--- src/hdl/shdc_pkg.sv ---
// Shared types and constants for the sample history drift checker.
// Used by shdc_cell, shdc_scan and sample_history_drift_check; depends on nothing.
`default_nettype none

package shdc_pkg;

    // Field widths of the stream payloads
    localparam int SAMPLE_W   = 16;
    localparam int THR_W      = 16;
    localparam int SUM_OUT_W  = 20;
    localparam int SLOT_OUT_W = 4;
    localparam int OUT_DATA_W = 32;
    localparam int OUT_PAD_W  = OUT_DATA_W - SUM_OUT_W - 1 - SLOT_OUT_W;

    // Threshold after reset
    localparam logic [THR_W-1:0] THR_RESET = 16'd50;

    // Input kinds carried on s_tuser
    localparam logic MODE_RECORD = 1'b0;
    localparam logic MODE_QUERY  = 1'b1;

    // Control sequencer states
    typedef enum logic [1:0] {
        ST_IDLE,
        ST_SCAN,
        ST_FINISH
    } state_t;

    // Control from the sequencer to the scan unit
    typedef struct packed {
        logic start;
        logic step;
    } scan_ctrl_t;

    // Status from the scan unit back to the sequencer
    typedef struct packed {
        logic done;
        logic found;
    } scan_status_t;

endpackage

`default_nettype wire

--- src/hdl/sample_history_drift_check.sv ---
// Top level of the sample history drift checker: ring of cells, scan unit, sequencer.
// Depends on shdc_pkg, shdc_cell and shdc_scan.
//
// Usage:
//   Input stream s_*: s_tuser is the mode (0 record, 1 query), s_tdata[15:0] the sample.
//   Output stream m_*: one result per query with the window sum, drift flag and slot.
//   Config: cfg_wr_en writes cfg_wr_data into the drift threshold (reset value 50);
//   the user must write it only while no query is in flight; the block does not enforce this.
//   A record transfer shifts the ring by one cell, the new sample enters at the tail
//   and the running sum is updated; it gives no result.
//   A query rotates the ring once through all HISTORY_LEN cells, testing the head cell
//   each cycle; the sequencer then passes through ST_FINISH, which loads the result
//   into the output register, and returns to ST_IDLE, where the next item is taken.
//   The rotation through the chain of cells sets the length of the scan.
//   Records may follow each other in consecutive cycles.
//   If the receiver stalls, the result waits in the output register while further
//   records are taken; a second query completes its scan and then holds until the
//   output register is free.
//   Reset clears all cells, the running sum and the write position at once.
`default_nettype none

module sample_history_drift_check #(
    parameter int HISTORY_LEN = 16
) (
    input  wire logic                          clk,
    input  wire logic                          rst_n,
    // Input stream
    input  wire logic                          s_tvalid,
    output logic                               s_tready,
    input  wire logic [shdc_pkg::SAMPLE_W-1:0] s_tdata,  // [15:0] sample
    input  wire logic                          s_tuser,  // [0] mode
    // Result stream
    output logic                               m_tvalid,
    input  wire logic                          m_tready,
    output logic [shdc_pkg::OUT_DATA_W-1:0]    m_tdata,  // [19:0] window_sum, [20] drift_found,
                                                         // [24:21] drift_slot, [31:25] zero
    // Threshold register write
    input  wire logic                          cfg_wr_en,
    input  wire logic [shdc_pkg::THR_W-1:0]    cfg_wr_data
);

    localparam int IDX_W = $clog2(HISTORY_LEN);
    localparam int SUM_W = $clog2(HISTORY_LEN*65535+1);
    localparam logic [IDX_W-1:0] LAST_IDX = IDX_W'(HISTORY_LEN-1);

    shdc_pkg::state_t       state_reg, state_next;
    shdc_pkg::scan_ctrl_t   scan_ctrl;
    shdc_pkg::scan_status_t scan_status;

    logic [shdc_pkg::SAMPLE_W-1:0] cell_q [HISTORY_LEN];
    logic [shdc_pkg::SAMPLE_W-1:0] tail_in;
    logic                          shift_en;
    logic [SUM_W-1:0]              total_reg, total_next;
    logic [IDX_W-1:0]              pos_reg, pos_next;
    logic [shdc_pkg::THR_W-1:0]    thr_reg;
    logic [IDX_W-1:0]              scan_slot;
    logic                          in_xfer;
    logic                          rec_xfer;
    logic                          qry_xfer;
    logic                          out_load;
    logic                          m_valid_reg, m_valid_next;
    logic [shdc_pkg::OUT_DATA_W-1:0] m_data_reg, m_data_next;

    // Take input only while idle
    assign s_tready = (state_reg == shdc_pkg::ST_IDLE);

    assign in_xfer  = s_tvalid && s_tready;
    assign rec_xfer = in_xfer && (s_tuser == shdc_pkg::MODE_RECORD);
    assign qry_xfer = in_xfer && (s_tuser == shdc_pkg::MODE_QUERY);

    // Shift the chain on a record, rotate it while scanning
    assign shift_en = rec_xfer || (state_reg == shdc_pkg::ST_SCAN);
    assign tail_in  = rec_xfer ? s_tdata : cell_q[0];

    // Chain of cells, head at cell 0 holds the slot at the write position
    for (genvar k = 0; k < HISTORY_LEN; k++)
    begin : g_cell
        if (k == HISTORY_LEN - 1)
        begin : g_tail
            shdc_cell u_cell (
                .clk      (clk),
                .rst_n    (rst_n),
                .shift_en (shift_en),
                .d_in     (tail_in),
                .q        (cell_q[k])
            );
        end
        else
        begin : g_body
            shdc_cell u_cell (
                .clk      (clk),
                .rst_n    (rst_n),
                .shift_en (shift_en),
                .d_in     (cell_q[k+1]),
                .q        (cell_q[k])
            );
        end
    end

    shdc_scan #(
        .HISTORY_LEN (HISTORY_LEN)
    ) u_scan (
        .clk       (clk),
        .rst_n     (rst_n),
        .ctrl      (scan_ctrl),
        .head      (cell_q[0]),
        .total     (total_reg),
        .threshold (thr_reg),
        .start_pos (pos_reg),
        .status    (scan_status),
        .slot      (scan_slot)
    );

    // Update running sum and write position on a record
    always_comb
    begin
        total_next = total_reg;
        pos_next   = pos_reg;
        if (rec_xfer)
        begin
            total_next = total_reg - SUM_W'(cell_q[0]) + SUM_W'(s_tdata);
            pos_next   = (pos_reg == LAST_IDX) ? '0 : pos_reg + 1'b1;
        end
    end

    // Sequencer: next state, scan control and output register load
    always_comb
    begin
        state_next      = state_reg;
        scan_ctrl.start = 1'b0;
        scan_ctrl.step  = 1'b0;
        out_load        = 1'b0;
        unique case (state_reg)
            shdc_pkg::ST_IDLE:
            begin
                scan_ctrl.start = qry_xfer;
                if (qry_xfer)
                begin
                    state_next = shdc_pkg::ST_SCAN;
                end
            end
            shdc_pkg::ST_SCAN:
            begin
                scan_ctrl.step = 1'b1;
                if (scan_status.done)
                begin
                    state_next = shdc_pkg::ST_FINISH;
                end
            end
            shdc_pkg::ST_FINISH:
            begin
                if (!m_valid_reg || m_tready)
                begin
                    out_load   = 1'b1;
                    state_next = shdc_pkg::ST_IDLE;
                end
            end
            default:
            begin
                state_next = shdc_pkg::ST_IDLE;
            end
        endcase
    end

    // Pack the result and manage the output register
    always_comb
    begin
        m_data_next  = m_data_reg;
        m_valid_next = m_valid_reg;
        if (out_load)
        begin
            m_data_next  = {{shdc_pkg::OUT_PAD_W{1'b0}},
                            shdc_pkg::SLOT_OUT_W'(scan_slot),
                            scan_status.found,
                            shdc_pkg::SUM_OUT_W'(total_reg)};
            m_valid_next = 1'b1;
        end
        else if (m_tready)
        begin
            m_valid_next = 1'b0;
        end
    end

    always_ff @(posedge clk or negedge rst_n)
    begin
        if (!rst_n)
        begin
            state_reg   <= shdc_pkg::ST_IDLE;
            total_reg   <= '0;
            pos_reg     <= '0;
            thr_reg     <= shdc_pkg::THR_RESET;
            m_valid_reg <= 1'b0;
        end
        else
        begin
            state_reg   <= state_next;
            total_reg   <= total_next;
            pos_reg     <= pos_next;
            m_valid_reg <= m_valid_next;
            if (cfg_wr_en)
            begin
                thr_reg <= cfg_wr_data;
            end
        end
    end

    always_ff @(posedge clk)
    begin
        m_data_reg <= m_data_next;
    end

    assign m_tvalid = m_valid_reg;
    assign m_tdata  = m_data_reg;

    // A query transfer starts a scan on the next cycle
    a_query_scan: assert property (@(posedge clk) disable iff (!rst_n)
        qry_xfer |=> (state_reg == shdc_pkg::ST_SCAN))
        else $error("query did not start a scan");

    // A record transfer advances the write position
    a_record_pos: assert property (@(posedge clk) disable iff (!rst_n)
        rec_xfer |=> (pos_reg != $past(pos_reg)))
        else $error("record did not advance write position");

    // The running sum does not move during a scan
    a_total_hold: assert property (@(posedge clk) disable iff (!rst_n)
        (state_reg == shdc_pkg::ST_SCAN) |=> (total_reg == $past(total_reg)))
        else $error("running sum changed during scan");

    // A new result appears only after a finished scan
    a_out_source: assert property (@(posedge clk) disable iff (!rst_n)
        $rose(m_valid_reg) |-> ($past(state_reg) == shdc_pkg::ST_FINISH))
        else $error("result raised outside finish");

endmodule

`default_nettype wire

--- src/hdl/shdc_cell.sv ---
// One storage cell of the sample ring: holds a sample and takes its neighbor's on shift.
// Depends on shdc_pkg for the sample width.
`default_nettype none

module shdc_cell (
    input  wire logic                          clk,
    input  wire logic                          rst_n,
    input  wire logic                          shift_en,
    input  wire logic [shdc_pkg::SAMPLE_W-1:0] d_in,
    output logic      [shdc_pkg::SAMPLE_W-1:0] q
);

    logic [shdc_pkg::SAMPLE_W-1:0] data_reg;
    logic [shdc_pkg::SAMPLE_W-1:0] data_next;

    // Take the neighbor's sample on shift, else hold
    always_comb
    begin
        data_next = shift_en ? d_in : data_reg;
    end

    always_ff @(posedge clk or negedge rst_n)
    begin
        if (!rst_n)
        begin
            data_reg <= '0;
        end
        else
        begin
            data_reg <= data_next;
        end
    end

    assign q = data_reg;

endmodule

`default_nettype wire

--- src/hdl/shdc_scan.sv ---
// Drift scan unit: tests the sample at the ring head once per cycle and keeps the
// lowest deviating slot. Depends on shdc_pkg for widths and control structs.
`default_nettype none

module shdc_scan #(
    parameter int HISTORY_LEN = 16
) (
    input  wire logic                          clk,
    input  wire logic                          rst_n,
    input  wire shdc_pkg::scan_ctrl_t          ctrl,
    input  wire logic [shdc_pkg::SAMPLE_W-1:0] head,
    input  wire logic [$clog2(HISTORY_LEN*65535+1)-1:0] total,
    input  wire logic [shdc_pkg::THR_W-1:0]    threshold,
    input  wire logic [$clog2(HISTORY_LEN)-1:0] start_pos,
    output shdc_pkg::scan_status_t             status,
    output logic      [$clog2(HISTORY_LEN)-1:0] slot
);

    localparam int IDX_W = $clog2(HISTORY_LEN);
    localparam int SUM_W = $clog2(HISTORY_LEN*65535+1);
    localparam logic [SUM_W-1:0] LEN_C    = SUM_W'(HISTORY_LEN);
    localparam logic [IDX_W-1:0] LAST_IDX = IDX_W'(HISTORY_LEN-1);

    logic [IDX_W-1:0] cnt_reg, cnt_next;
    logic [IDX_W-1:0] idx_reg, idx_next;
    logic [IDX_W-1:0] slot_reg, slot_next;
    logic             found_reg, found_next;
    logic [SUM_W-1:0] scaled;
    logic [SUM_W-1:0] limit;
    logic [SUM_W-1:0] diff;
    logic             hit;

    // Exact test |len*sample - sum| > len*threshold
    always_comb
    begin
        scaled = LEN_C * SUM_W'(head);
        limit  = LEN_C * SUM_W'(threshold);
        diff   = (scaled >= total) ? (scaled - total) : (total - scaled);
        hit    = (diff > limit);
    end

    // Advance step count and slot index; keep the lowest hit
    always_comb
    begin
        cnt_next   = cnt_reg;
        idx_next   = idx_reg;
        slot_next  = slot_reg;
        found_next = found_reg;
        if (ctrl.start)
        begin
            cnt_next   = '0;
            idx_next   = start_pos;
            slot_next  = '0;
            found_next = 1'b0;
        end
        else if (ctrl.step)
        begin
            cnt_next = cnt_reg + 1'b1;
            idx_next = (idx_reg == LAST_IDX) ? '0 : idx_reg + 1'b1;
            if (hit && (!found_reg || (idx_reg < slot_reg)))
            begin
                found_next = 1'b1;
                slot_next  = idx_reg;
            end
        end
    end

    always_ff @(posedge clk or negedge rst_n)
    begin
        if (!rst_n)
        begin
            cnt_reg   <= '0;
            idx_reg   <= '0;
            found_reg <= 1'b0;
        end
        else
        begin
            cnt_reg   <= cnt_next;
            idx_reg   <= idx_next;
            found_reg <= found_next;
        end
    end

    always_ff @(posedge clk)
    begin
        slot_reg <= slot_next;
    end

    assign status.done  = ctrl.step && (cnt_reg == LAST_IDX);
    assign status.found = found_reg;
    assign slot         = slot_reg;

    // A recorded slot is always inside the ring
    a_slot_range: assert property (@(posedge clk) disable iff (!rst_n)
        found_reg |-> (slot_reg <= LAST_IDX))
        else $error("drift slot outside ring");

    // Start clears the found flag on the next cycle
    a_start_clears: assert property (@(posedge clk) disable iff (!rst_n)
        ctrl.start |=> !found_reg)
        else $error("found flag not cleared by start");

    // Done comes only on a scanning step
    a_done_step: assert property (@(posedge clk) disable iff (!rst_n)
        status.done |-> (ctrl.step && !ctrl.start))
        else $error("scan done without a step");

endmodule

`default_nettype wire

--- config.mk ---
export PLATFORM = sky130hd
export DESIGN_NAME = sample_history_drift_check
export DESIGN_NICKNAME = d
export VERILOG_FILES = /design/src/hdl/shdc_pkg.sv /design/src/hdl/sample_history_drift_check.sv /design/src/hdl/shdc_cell.sv /design/src/hdl/shdc_scan.sv
export SDC_FILE = /design/constraint.sdc
export NUM_CORES = 1
export LEC_CHECK = 0
export ABC_AREA = 1
export ABC_CLOCK_PERIOD_IN_PS = 3000
export BUFFER_PORTS_ARGS = -buffer_cell sky130_fd_sc_hd__clkbuf_2
export CAP_MARGIN = 0
export CORE_ASPECT_RATIO = 0.75
export CORE_UTILIZATION = 34
export CTS_CLUSTER_DIAMETER = 150
export DETAILED_ROUTE_END_ITERATION = 8
export PLACE_DENSITY = 0.63
export SLEW_MARGIN = 40
export SYNTH_ARGS = -nofsm -noshare
export SYNTH_HDL_FRONTEND = slang
export SYNTH_SLANG_ARGS = --single-unit
export TNS_END_PERCENT = 10
--- constraint.sdc ---
create_clock -name clk -period 3 [get_ports clk]
set_input_delay 0.3 -clock clk [delete_from_list [all_inputs] [get_ports clk]]
set_output_delay 0.3 -clock clk [all_outputs]
set_load 0.01 [all_outputs]
==> out/results.tsv <==
metric	value	unit
numPortBuffers	64	
worst_slew_pin_tran	0.746	ns
final-max-slew-violation-count	0	
final_net_count	2322	
tritoncts	built	
yosysTopAreaCellShare	45.5	%
die-width	258	um
place_congestion	0.973	
cts-buffers-inserted	35	
first_pass_grt_wire_length	68.2	mm
crit_type	flop to flop	
whs	0.0228	ns
drv.max_cap_violation_count	0	
violations_in_the_final_reports	negative setup slack	
yosys.area.top_type	sky130_fd_sc_hd__dfrtp_1	
route.detailed.drc	0	
clk_transition_reported_paths	0.06	ns
slew_headroom	50.3	%
setup_viol	5	
grt_antenna_before_repair	0	
synth_warnings	0	
timing.final.hold_violations	0	
synth_instances	1948	
clkLatencyLatePin	0.53	ns
post-synth-top-count-cell	sky130_fd_sc_hd__nand2_1	
detailedRoute.firstPassIterationCount	5	
detail-route-antenna-nets	0	
route.detailed.vias_per_inst	4.70	
ys_top_cells_by_area	sky130_fd_sc_hd__dfrtp_1 46%, sky130_fd_sc_hd__nand2_1 8.9%, sky130_fd_sc_hd__inv_1 7.0%	
drt_wl_total	41.4	mm
ys_ff_latch	337	
design.die.area	50200	um^2
ios	72	
required	3.45	ns
ys_top_cells_by_count	398 x sky130_fd_sc_hd__nand2_1, 314 x sky130_fd_sc_hd__inv_1, 305 x sky130_fd_sc_hd__dfrtp_1	
maximum_frequency_from_static_timing_analysis	306	MHz
drt-initial-drc-count	1098	
grt-ovfl-total	0	
initial_core_util	34.4	%
layout.cell_area.non_filler	21100	um^2
largest_reg_flops	240	
instances_no_fill	2867	
grt_util_all_layers	16.8	%
worst_slack	-0.272	ns
outcome	finished, violations left	
setup_repair_after_global_routing_missed_its_margin	true	
cts_max_path_buffers	3	
n_antenna_cell	0	
critPathCaptureType	flop	
floorplan.core_area	48700	um^2
areaGrowthSynthToFinish	25.7	%
synth_seq_area_share	51.0	%
worstPathArrival	3.72	ns
yosysUniqueCellTypes	48	
row_count	70	
netlist_area	16800	um^2
synth_edf_count	25	
fin_crit	3.27	ns
synth-async-reset-ratio	91.4	%
clock_tree.htree_level_count	2	
hold_class	input port to flop	
cts-root-buf	sky130_fd_sc_hd__clkbuf_16	
worstSetupStartpointType	flop	
yosys_most_used_dff	sky130_fd_sc_hd__dfrtp_1	
place.detailed.hpwl	29.8	mm
drt-wirelength-per-cell	14.4	um
placement.cell_area	18800	um^2
clock_sink_count	337	
dr_vias	13500	
die_h	194	um
path_max_fanout	5	
place_inst	2757	
grt_start_max_net_pins	143	
post_route_cells_drive_above_1_share	20.5	%
post-route-period-util	109	%
grt_pass1_vias	12900	
avgSynthCellArea	8.61	um^2
clock_skew	0.0301	ns
==> final timing paths <==
kind	end	start	cells past startpoint	slack, ns
worst max-delay path	u_scan.slot[3]	total_reg[12]	22	-0.27
worst min-delay path	g_cell[15].g_tail.u_cell.q[2]	s_tdata[2]	3	0.02
worst max register to register	u_scan.slot[3]	total_reg[12]	22	-0.27
worst min register to register	m_tdata[22]	u_scan.slot[1]	0	0.45
max in group asynchronous	g_cell[0].g_body.u_cell.q[10]	rst_n	3	1.76
min in group asynchronous	thr_reg[0]	rst_n	2	0.41
==> kinds of logic (layout without fill, tap and decap cells) <==
logic type	after synthesis	in the layout	synth area share (%)
and+or+nand+nor	678	679	16.6
AOI/OAI and AO/OA	410	410	12.9
buffers and inverters	400	664	10.2
DFF	337	337	51.0
adders and majority gates	90	90	7.48
xor gates and xnor gates	23	23	1.20
muxes	9	9	0.605
other	1	7	0.0224
==> placed cells by master (no fill, tap or decap), types with 7 or more instances in the layout <==
master / netlist / final
sky130_fd_sc_hd__nand2_1: 398 / 379
sky130_fd_sc_hd__dfrtp_1: 305 / 304
sky130_fd_sc_hd__inv_1: 314 / 300
sky130_fd_sc_hd__buf_4: 23 / 175
sky130_fd_sc_hd__a21oi_1: 182 / 168
sky130_fd_sc_hd__nor2_1: 160 / 153
sky130_fd_sc_hd__o21ai_1: 93 / 98
sky130_fd_sc_hd__o21ai_0: 100 / 91
sky130_fd_sc_hd__clkbuf_2: 0 / 63
sky130_fd_sc_hd__nand3_1: 69 / 62
sky130_fd_sc_hd__ha_1: 73 / 46
sky130_fd_sc_hd__clkbuf_16: 0 / 36
sky130_fd_sc_hd__edfxtp_1: 25 / 25
sky130_fd_sc_hd__ha_4: 0 / 22
sky130_fd_sc_hd__nand4_1: 21 / 21
sky130_fd_sc_hd__nand2_2: 6 / 18
sky130_fd_sc_hd__inv_2: 5 / 17
sky130_fd_sc_hd__o221ai_1: 17 / 17
sky130_fd_sc_hd__dlygate4sd3_1: 0 / 17
sky130_fd_sc_hd__fa_1: 17 / 16
sky130_fd_sc_hd__xor2_1: 15 / 14
sky130_fd_sc_hd__a21oi_2: 2 / 13
sky130_fd_sc_hd__buf_6: 12 / 13
sky130_fd_sc_hd__clkbuf_1: 15 / 10
sky130_fd_sc_hd__xnor2_1: 8 / 8
sky130_fd_sc_hd__mux2_2: 8 / 8
sky130_fd_sc_hd__buf_12: 0 / 8
sky130_fd_sc_hd__nor2_2: 4 / 7
sky130_fd_sc_hd__nand3_2: 1 / 7
sky130_fd_sc_hd__conb_1: 1 / 7
==> cell type report <==
cell class / count / area (um^2)
Clock buffer: 51 / 1010
Clock inverter: 11 / 169
Fill cell: 4771 / 27600
Inverter: 321 / 1220
Multi-Input combinational cell: 1218 / 7150
Sequential cell: 337 / 8540
Tap cell: 648 / 811
Timing Repair Buffer: 280 / 2170
Timing Repair inverter: 1 / 6.26
==> through the flow <==
step | util, % | setup TNS, ns | setup slack (ns)
final | 43.3 | -1.21 | -0.272
after floorplan | - | 0 | 0.0402
after global routing | 43.3 | -2.41 | -0.507
after CTS | 42.9 | -0.796 | -0.199
after global placement | 38.6 | -1.85 | -0.392
after detailed placement | 38.6 | -1.89 | -0.419
==> routing by layer <==
layer / part of all wire, % / global-route usage, %
met2: 40 / 23.1
met5: 0 / 0
met3: 6.3 / 2.97
met1: 52 / 26.9
met4: 1.6 / 3.40
==> worst max-delay path, stage by stage (launching register included) <==
cell	delay, ns
sky130_fd_sc_hd__dfrtp_1	0.39
sky130_fd_sc_hd__buf_4	0.15
sky130_fd_sc_hd__inv_1	0.05
sky130_fd_sc_hd__ha_1	0.22
sky130_fd_sc_hd__buf_4	0.14
sky130_fd_sc_hd__a21oi_1	0.18
sky130_fd_sc_hd__o21ai_1	0.14
sky130_fd_sc_hd__a21oi_1	0.28
sky130_fd_sc_hd__nand4_1	0.12
sky130_fd_sc_hd__nand2_1	0.11
sky130_fd_sc_hd__nand2_1	0.05
sky130_fd_sc_hd__nand2_1	0.06
sky130_fd_sc_hd__inv_1	0.06
sky130_fd_sc_hd__ha_1	0.30
sky130_fd_sc_hd__nand2_2	0.09
sky130_fd_sc_hd__nor3_2	0.17
sky130_fd_sc_hd__nand2_1	0.07
sky130_fd_sc_hd__nand2_1	0.07
sky130_fd_sc_hd__nand4_1	0.15
sky130_fd_sc_hd__buf_6	0.19
sky130_fd_sc_hd__nand2_2	0.04
sky130_fd_sc_hd__nand2_1	0.05
sky130_fd_sc_hd__nor2_1	0.12
==> timing repair <==
item,in CTS,in global routing
gates cloned,4,0
buffers inserted,19,8
gates resized for setup,126,30
setup endpoints to repair,5,11
endpoints found under the hold margin,93,0
pin swaps,31,17
hold buffers,17,0
Power is left out: the tool's default activity adds up to more than one toggle a clock period on the data nets, which glitch-free logic cannot reach.
